<file path="src/design/sra_pkg.sv">
// ----------------------------------------------------------------------------
// sra_pkg: shared types for the shelf rectangle allocator
// Request/response payloads, coordinate width and sequencer state codes.
// ----------------------------------------------------------------------------
package sra_pkg;

	localparam int unsigned SIZE_W  = 16;
	localparam int unsigned COORD_W = 11;

	typedef struct packed {
		logic [SIZE_W-1:0] rect_width;
		logic [SIZE_W-1:0] rect_height;
	} req_t;

	typedef struct packed {
		logic               placed;
		logic [COORD_W-1:0] place_x;
		logic [COORD_W-1:0] place_y;
	} rsp_t;

	typedef enum logic [4:0] {
		ST_IDLE = 5'b00001,
		ST_SIZE = 5'b00010,
		ST_SCAN = 5'b00100,
		ST_NEW  = 5'b01000,
		ST_DONE = 5'b10000
	} state_t;

endpackage

</file>
<file path="src/design/shelf_rectangle_allocator_core.sv">
// ----------------------------------------------------------------------------
// shelf_rectangle_allocator_core: first-fit shelf packing in a square atlas
//
//   channel | signals                         | payload
//   --------+---------------------------------+-------------------------------
//   request | req_valid / req_ready / req_data| rect_width, rect_height
//   result  | rsp_valid / rsp_ready / rsp_data| placed, place_x, place_y
//
// Each accepted request scans the open shelves in order from shelf 0 and
// tries to open a new shelf when none of them takes it; the shelf table is
// one RAM read port, scanned one shelf per cycle through a single shared
// add-and-compare unit. Oversized requests skip the scan and go straight
// to the result. arst_n clears the sequencer and the shelf count; the
// shelf table itself is never cleared.
// A stalled result holds the block in its final state until taken.
// ----------------------------------------------------------------------------
module shelf_rectangle_allocator_core
	import sra_pkg::*;
#(
	parameter int unsigned ATLAS_SIDE  = 2048,
	parameter int unsigned SHELF_SLOTS = 64
) (
	input  logic clk,
	input  logic arst_n,
	input  logic req_valid,
	output logic req_ready,
	input  req_t req_data,
	output logic rsp_valid,
	input  logic rsp_ready,
	output rsp_t rsp_data
);

	localparam int unsigned CW = $clog2(ATLAS_SIDE + 1);
	localparam int unsigned SW = $clog2(SHELF_SLOTS + 1);
	localparam int unsigned AW = (SHELF_SLOTS > 1) ? $clog2(SHELF_SLOTS) : 1;
	localparam int unsigned EW = 3 * CW;
	localparam int unsigned PW = SIZE_W + 1;
	localparam int unsigned XW = (CW + 1 > COORD_W) ? CW + 1 : COORD_W;

	state_t          state_q;
	logic [PW-1:0]   pw_q, ph_q;
	logic [SW-1:0]   open_q;
	logic [CW-1:0]   next_y_q;
	logic [SW-1:0]   rd_idx_q;
	logic            chk_vld_s1;
	logic [AW-1:0]   chk_idx_s1;
	rsp_t            pend_q;
	rsp_t            rsp_q;
	logic            rsp_vld_q;

	logic            we;
	logic [AW-1:0]   waddr;
	logic [EW-1:0]   wdata;
	logic [EW-1:0]   rdata;

	logic [CW-1:0]   ent_fill, ent_top, ent_h;
	logic [CW-1:0]   pw, ph;
	logic [CW-1:0]   op_a, op_b;
	logic [CW:0]     sum;
	logic            room;
	logic            fit;
	logic            issue;
	logic            new_ok;
	logic            oversize;
	logic            out_free;
	logic [XW-1:0]   x_ext, y_ext;

	sra_ram #(
		.WIDTH(EW),
		.DEPTH(SHELF_SLOTS)
	) u_shelf_ram (
		.clk  (clk),
		.we   (we),
		.waddr(waddr),
		.wdata(wdata),
		.raddr(rd_idx_q[AW-1:0]),
		.rdata(rdata)
	);

	assign ent_fill = rdata[3*CW-1:2*CW];
	assign ent_top  = rdata[2*CW-1:CW];
	assign ent_h    = rdata[CW-1:0];
	assign pw       = pw_q[CW-1:0];
	assign ph       = ph_q[CW-1:0];

	assign oversize = (pw_q > PW'(ATLAS_SIDE)) || (ph_q > PW'(ATLAS_SIDE));

	// shared adder: shelf fill + width while scanning, running top + height on open
	always_comb begin
		op_a = (state_q == ST_SCAN) ? ent_fill : next_y_q;
		op_b = (state_q == ST_SCAN) ? pw : ph;
		sum  = {1'b0, op_a} + {1'b0, op_b};
		room = (sum <= (CW+1)'(ATLAS_SIDE));
	end

	assign fit      = chk_vld_s1 && room && (ph <= ent_h);
	assign issue    = (rd_idx_q < open_q) && !fit;
	assign new_ok   = (open_q < SW'(SHELF_SLOTS)) && room;
	assign out_free = !rsp_vld_q || rsp_ready;

	always_comb begin
		we    = 1'b0;
		waddr = chk_idx_s1;
		wdata = {sum[CW-1:0], ent_top, ent_h};
		x_ext = XW'(ent_fill) + XW'(1);
		y_ext = XW'(ent_top) + XW'(1);
		case (state_q)
			ST_SCAN: begin
				we = fit;
			end
			ST_NEW: begin
				we    = new_ok;
				waddr = open_q[AW-1:0];
				wdata = {pw, next_y_q, ph};
				x_ext = XW'(1);
				y_ext = XW'(next_y_q) + XW'(1);
			end
			default: begin
				we = 1'b0;
			end
		endcase
	end

	always_ff @(posedge clk or negedge arst_n) begin
		if (!arst_n) begin
			state_q    <= ST_IDLE;
			open_q     <= '0;
			next_y_q   <= '0;
			rd_idx_q   <= '0;
			chk_vld_s1 <= 1'b0;
			chk_idx_s1 <= '0;
			rsp_vld_q  <= 1'b0;
		end else begin
			if (state_q == ST_DONE && out_free) begin
				rsp_vld_q <= 1'b1;
			end else if (rsp_vld_q && rsp_ready) begin
				rsp_vld_q <= 1'b0;
			end
			case (state_q)
				ST_IDLE: begin
					if (req_valid) begin
						state_q <= ST_SIZE;
					end
				end
				ST_SIZE: begin
					rd_idx_q   <= '0;
					chk_vld_s1 <= 1'b0;
					state_q    <= oversize ? ST_DONE : ST_SCAN;
				end
				ST_SCAN: begin
					chk_vld_s1 <= issue;
					if (issue) begin
						rd_idx_q   <= rd_idx_q + SW'(1);
						chk_idx_s1 <= rd_idx_q[AW-1:0];
					end
					if (fit) begin
						state_q <= ST_DONE;
					end else if (!issue && !chk_vld_s1) begin
						state_q <= ST_NEW;
					end
				end
				ST_NEW: begin
					if (new_ok) begin
						open_q   <= open_q + SW'(1);
						next_y_q <= sum[CW-1:0];
					end
					state_q <= ST_DONE;
				end
				ST_DONE: begin
					if (out_free) begin
						state_q <= ST_IDLE;
					end
				end
				default: begin
					state_q <= ST_IDLE;
				end
			endcase
		end
	end

	// payload registers
	always_ff @(posedge clk) begin
		if (state_q == ST_IDLE && req_valid) begin
			pw_q <= PW'(req_data.rect_width) + PW'(2);
			ph_q <= PW'(req_data.rect_height) + PW'(2);
		end
		if (state_q == ST_SIZE) begin
			pend_q <= '0;
		end
		if ((state_q == ST_SCAN && fit) || (state_q == ST_NEW && new_ok)) begin
			pend_q.placed  <= 1'b1;
			pend_q.place_x <= x_ext[COORD_W-1:0];
			pend_q.place_y <= y_ext[COORD_W-1:0];
		end
		if (state_q == ST_DONE && out_free) begin
			rsp_q <= pend_q;
		end
	end

	assign req_ready = (state_q == ST_IDLE);
	assign rsp_valid = rsp_vld_q;
	assign rsp_data  = rsp_q;

endmodule

</file>
<file path="src/design/sra_ram.sv">
// ----------------------------------------------------------------------------
// sra_ram: generic single-write, single-read RAM
// One write port, one read port with registered read data.
// ----------------------------------------------------------------------------
module sra_ram #(
	parameter int unsigned WIDTH = 8,
	parameter int unsigned DEPTH = 64
) (
	input  logic                                     clk,
	input  logic                                     we,
	input  logic [((DEPTH > 1) ? $clog2(DEPTH) : 1)-1:0] waddr,
	input  logic [WIDTH-1:0]                         wdata,
	input  logic [((DEPTH > 1) ? $clog2(DEPTH) : 1)-1:0] raddr,
	output logic [WIDTH-1:0]                         rdata
);

	logic [WIDTH-1:0] mem_q [DEPTH];

	always_ff @(posedge clk) begin
		if (we) begin
			mem_q[waddr] <= wdata;
		end
		rdata <= mem_q[raddr];
	end

endmodule

</file>
<file path="config.mk">
export PLATFORM = sky130hd
export DESIGN_NAME = shelf_rectangle_allocator_core
export DESIGN_NICKNAME = d
export VERILOG_FILES = /design/src/design/sra_pkg.sv /design/src/design/shelf_rectangle_allocator_core.sv /design/src/design/sra_ram.sv
export SDC_FILE = /design/constraint.sdc
export NUM_CORES = 2
export LEC_CHECK = 0
export ABC_AREA = 1
export BUFFER_PORTS_ARGS = -buffer_cell sky130_fd_sc_hd__buf_2
export CAP_MARGIN = 20
export CORE_ASPECT_RATIO = 1.5
export CORE_UTILIZATION = 48
export CTS_CLUSTER_DIAMETER = 120
export DETAILED_ROUTE_END_ITERATION = 10
export PLACE_DENSITY = 0.64
export SLEW_MARGIN = 15
export SYNTH_ARGS = -nofsm -noshare
export SYNTH_HDL_FRONTEND = slang
export SYNTH_SLANG_ARGS = --single-unit
</file>
<file path="constraint.sdc">
create_clock -name clk -period 8.2 [get_ports clk]
set_input_delay 0.82 -clock clk [delete_from_list [all_inputs] [get_ports clk]]
set_output_delay 0.82 -clock clk [all_outputs]
set_load 0.03 [all_outputs]
</file>
==> metrics.log <==
INFO  metric run_status = finished, final reports clean
INFO  metric pre_cts_slack = 1.16 ns
INFO  metric timing.critical_path.slowest_cell_delay = 0.93 ns
INFO  metric required = 8.77 ns
INFO  metric p_per_area = 232 nW/um2
INFO  metric synth.ff_latch_count = 2394
INFO  metric crit_path_top_delay_cell = sky130_fd_sc_hd__nand2_1
INFO  metric ys.flop_type = sky130_fd_sc_hd__edfxtp_1
INFO  metric global_route_wire_length_before_repair = 404000 um
INFO  metric grt_start_max_net_pins = 207
INFO  metric drt_pre_antenna_iters = 5
INFO  metric initial_core_util = 48.3%
INFO  metric timing.critical_path.from_type = register
INFO  metric pin_count = 61
INFO  metric min_setup_slack_post_route = 1.17 ns
INFO  metric cts_hold_repair.buffers = 0
INFO  metric synth-seq-area-share = 75.5%
INFO  metric netlist-cell-type-count = 44
INFO  metric hpwlAfterDp = 167000 um
INFO  metric cts-root-buf = sky130_fd_sc_hd__clkbuf_16
INFO  metric share_of_post_route_cells_with_drive_strength_above_1 = 9.18%
INFO  metric report.final.setup_viol = 0
INFO  metric synthesis.yosys.warnings = 0
INFO  metric area_fraction_of_the_dominant_cell_type_after_synthesis = 73.7%
INFO  metric final.period_utilization = 85.7%
INFO  metric htreeDepth = 4
INFO  metric rsz_0062_raised_after_global_routing = false
INFO  metric clock_insertion_delay_worst_skew = 0.88 ns
INFO  metric leakagePower = 29.1 nW
INFO  metric timing.clock.skew = 0.0453 ns
INFO  metric hold_path_class = in2reg
INFO  metric drtIter0Drc = 7378
INFO  metric synth_top_area_cell = sky130_fd_sc_hd__edfxtp_1
INFO  metric mappedNetlistNets = 7269
INFO  metric post_cts_resize_count = 0
INFO  metric fin_setup_tns = 0 ns
INFO  metric post_detailed_route_via_to_cell_ratio = 6.18
INFO  metric cts_buffer_depth = 4
INFO  metric core_area = 196000 um2
INFO  metric place.gp.congestion = 0.903
INFO  metric routed-via-count = 61494
INFO  metric path_clk_slew = 0.07 ns
INFO  metric core.rowCount = 199
INFO  metric worst_setup_path_end_kind = register
INFO  metric syn-instance-count = 7196
INFO  metric routed_wl_per_cell = 28.3 um
INFO  metric postCtsSetupBuffers = 0
INFO  metric track_usage = 27.8%
INFO  metric cts.sink_count = 2394
INFO  metric path_buf_inv = 4
INFO  metric cts_tree = yes
INFO  metric design.die.area = 199000 um2
INFO  metric worst_ir_drop_vdd = 165 uV
INFO  metric timing.critical_path.max_delay_family = simple AND/OR/NAND/NOR gates
INFO  metric worstPathMaxFanout = 27
INFO  metric grt_antenna_before_repair = 19
INFO  metric layout.nets = 7230
INFO  metric share_of_flip_flops_with_an_asynchronous_set_or_reset_after_synthesis = 1.63%
INFO  metric syn-mean-instance-area = 13.1 um2
INFO  metric numPortBuffers = 60
INFO  metric max_slew_margin = 23.5%
INFO  metric die_width = 364 um
INFO  metric remaining_drc_errors = 0
INFO  metric whs = 0.174 ns
INFO  metric die-height = 545 um
INFO  metric max_slew.worst_pin.slew = 1.14 ns
INFO  metric cp_data_arrival_time = 7.60 ns
INFO  metric ant_nets = 0
INFO  metric achievable-frequency = 142 MHz
INFO  metric grt_overflow_total = 0
INFO  metric post_synth_instance_area = 94500 um2
INFO  metric final-hold-violation-count = 0
INFO  metric crit_path_frequent_cell = sky130_fd_sc_hd__nand2_1
INFO  metric reg2reg_slack = 1.17 ns
INFO  metric post_synth_main_area_contributors = sky130_fd_sc_hd__edfxtp_1, sky130_fd_sc_hd__o21ai_0, sky130_fd_sc_hd__nor2_1
INFO  metric routed_wirelength = 281000 um
INFO  metric timing.critical_path.cells = nor2_1 -> inv_1 -> nor4_4 -> buf_4 -> nand2_1 -> o21ai_0 -> ha_1 -> fa_1 -> inv_1 -> nand2_1 -> nor2_1 -> nand3_1 -> nor2_1 -> nand2_1 -> nor2_1 -> nand3_1 -> nand2_1 -> nand4_1 -> nand2_1 -> nand2_2 -> nor2_4 -> buf_4
INFO  metric flow.area_growth_from_synthesis = 12.0%
INFO  metric fin_crit = 7.03 ns
INFO  metric critical_path_start_end_classification = reg2reg
INFO  metric edff_count_synth = 2319
INFO  metric report.final.slew_viol_count = 0
INFO  metric cts-buffers-inserted = 217
INFO  metric max_cap_viol_count = 0
INFO  metric grt_pass1_vias = 58829
==> cell usage in the layout, fill, tap and decap left out, types with 4 or more instances in the layout <==
cell type                    netlist  routed
sky130_fd_sc_hd__buf_4             2     148
sky130_fd_sc_hd__nand2_1         495     495
sky130_fd_sc_hd__dfrtp_1          38      34
sky130_fd_sc_hd__a31oi_4           0       5
sky130_fd_sc_hd__inv_6             0       5
sky130_fd_sc_hd__inv_8             0       4
sky130_fd_sc_hd__buf_12            0      15
sky130_fd_sc_hd__nor2_4            0      66
sky130_fd_sc_hd__inv_1           136     129
sky130_fd_sc_hd__o21ai_4           0      24
sky130_fd_sc_hd__clkinv_1          4      46
sky130_fd_sc_hd__clkbuf_1        403      41
sky130_fd_sc_hd__a21oi_1          79      79
sky130_fd_sc_hd__clkbuf_16         0     219
sky130_fd_sc_hd__nor2_1         1270    1202
sky130_fd_sc_hd__ha_1             36      36
sky130_fd_sc_hd__or2_2            11      11
sky130_fd_sc_hd__nand3_1         305     305
sky130_fd_sc_hd__clkinv_2          0      32
sky130_fd_sc_hd__o211ai_1         54      54
sky130_fd_sc_hd__buf_2            59      60
sky130_fd_sc_hd__o221ai_1        226     226
sky130_fd_sc_hd__o22ai_1         334     334
sky130_fd_sc_hd__xnor2_1           9       9
sky130_fd_sc_hd__buf_16            0       7
sky130_fd_sc_hd__nand2_2           8       8
sky130_fd_sc_hd__bufinv_16         0      29
sky130_fd_sc_hd__o21ai_1           7       4
sky130_fd_sc_hd__diode_2           0       4
sky130_fd_sc_hd__nand4_1          47      47
sky130_fd_sc_hd__nor3_1           20      20
sky130_fd_sc_hd__xor2_1           28      28
sky130_fd_sc_hd__clkbuf_8          0       7
sky130_fd_sc_hd__nor4_1            4       4
sky130_fd_sc_hd__nor3b_1           8       8
sky130_fd_sc_hd__dfxtp_1          36      36
sky130_fd_sc_hd__clkinvlp_4        0      13
sky130_fd_sc_hd__edfxtp_1       2319    2319
sky130_fd_sc_hd__o21ai_0        1205    1184
==> cell type report <==
class | instances | area [um2]
diodes | 4 | 10.0
flip-flops and latches | 2394 | 71300
multi-input cells | 4170 | 21500
inverters | 142 | 562
clock inverters | 123 | 1420
fillers | 15971 | 89900
well taps | 2613 | 3270
repair buffers | 232 | 1930
clock buffers | 267 | 5730
==> cell families (layout without fill, tap and decap cells) <==
| family | count (synthesis) | in the layout | synth area share, % |
|---|---|---|---|
| AND/OR/NAND/NOR | 2175 | 2175 | 9.35 |
| buffers and inverters | 632 | 764 | 2.60 |
| flip-flops | 2394 | 2394 | 75.5 |
| other | 0 | 4 | 0 |
| XOR/XNOR | 37 | 37 | 0.343 |
| AO/OA/AOI/OAI | 1921 | 1921 | 11.7 |
| adder cells (fa/ha/maj) | 37 | 37 | 0.498 |
==> report_power, final <==
| part | internal (mW) | switching, mW |
|---|---|---|
| sequential | 13.5 | 0.0303 |
| clock | 5.88 | 4.47 |
| combinational | 0.0989 | 0.535 |
==> state kept, by name, indices dropped and copies added (netlist names) <==
register           cells
open_q                 7
ph_q                  17
rd_idx_q               7
u_shelf_ram.mem_q   2240
chk_vld_s1             1
state_q                5
u_shelf_ram.rdata     35
rsp_valid              1
pw_q                  17
chk_idx_s1             6
rsp_data              23
next_y_q              12
pend_q                23
==> per-stage QoR <==
stage | area [um2] | total power, mW | instances | util [%]
floorplan | 94500 | 14.1 | 7196 | -
finish | 106000 | 24.6 | 9945 | 54.1
global placement | 98400 | 14.5 | 9539 | 50.3
global route | 106000 | 25.1 | 9942 | 54.1
CTS | 106000 | 24.7 | 9933 | 54.0
detailed placement | 98500 | 14.5 | 9543 | 50.3
==> final timing paths <==
kind,from,endpoint,cells after the start
setup / recovery,state_q[1],u_shelf_ram.mem_q[17][8],22
hold / removal,req_data[0],ph_q[0],1
setup reg to reg,state_q[1],u_shelf_ram.mem_q[17][8],22
hold reg to reg,pend_q[14],rsp_data[14],0
max in group asynchronous,arst_n,state_q[0],3
min in group asynchronous,arst_n,next_y_q[5],2
==> synth_stat cells, types with 8 or more instances <==
master,count
sky130_fd_sc_hd__o211ai_1,54
sky130_fd_sc_hd__buf_2,59
sky130_fd_sc_hd__clkbuf_1,403
sky130_fd_sc_hd__dfxtp_1,36
sky130_fd_sc_hd__buf_1,25
sky130_fd_sc_hd__nand4_1,47
sky130_fd_sc_hd__dfrtp_1,38
sky130_fd_sc_hd__ha_1,36
sky130_fd_sc_hd__nand2_2,8
sky130_fd_sc_hd__edfxtp_1,2319
sky130_fd_sc_hd__nor2_1,1270
sky130_fd_sc_hd__inv_1,136
sky130_fd_sc_hd__o221ai_1,226
sky130_fd_sc_hd__o22ai_1,334
sky130_fd_sc_hd__o21ai_0,1205
sky130_fd_sc_hd__nor3b_1,8
sky130_fd_sc_hd__nand3_1,305
sky130_fd_sc_hd__nor3_1,20
sky130_fd_sc_hd__nand2_1,495
sky130_fd_sc_hd__a21oi_1,79
sky130_fd_sc_hd__xnor2_1,9
sky130_fd_sc_hd__or2_2,11
sky130_fd_sc_hd__xor2_1,28
==> layer usage <==
metal / global-route usage (%) / routed length [um] / vias to the layer above
met5: 0 / 89 / -
met2: 46.8 / 140000 / 3223
met1: 35.1 / 103000 / 30846
met4: 13.4 / 14900 / 14
met3: 4.34 / 23500 / 650
li1: - / - / 26761
(Power assumes the default switching activity.)
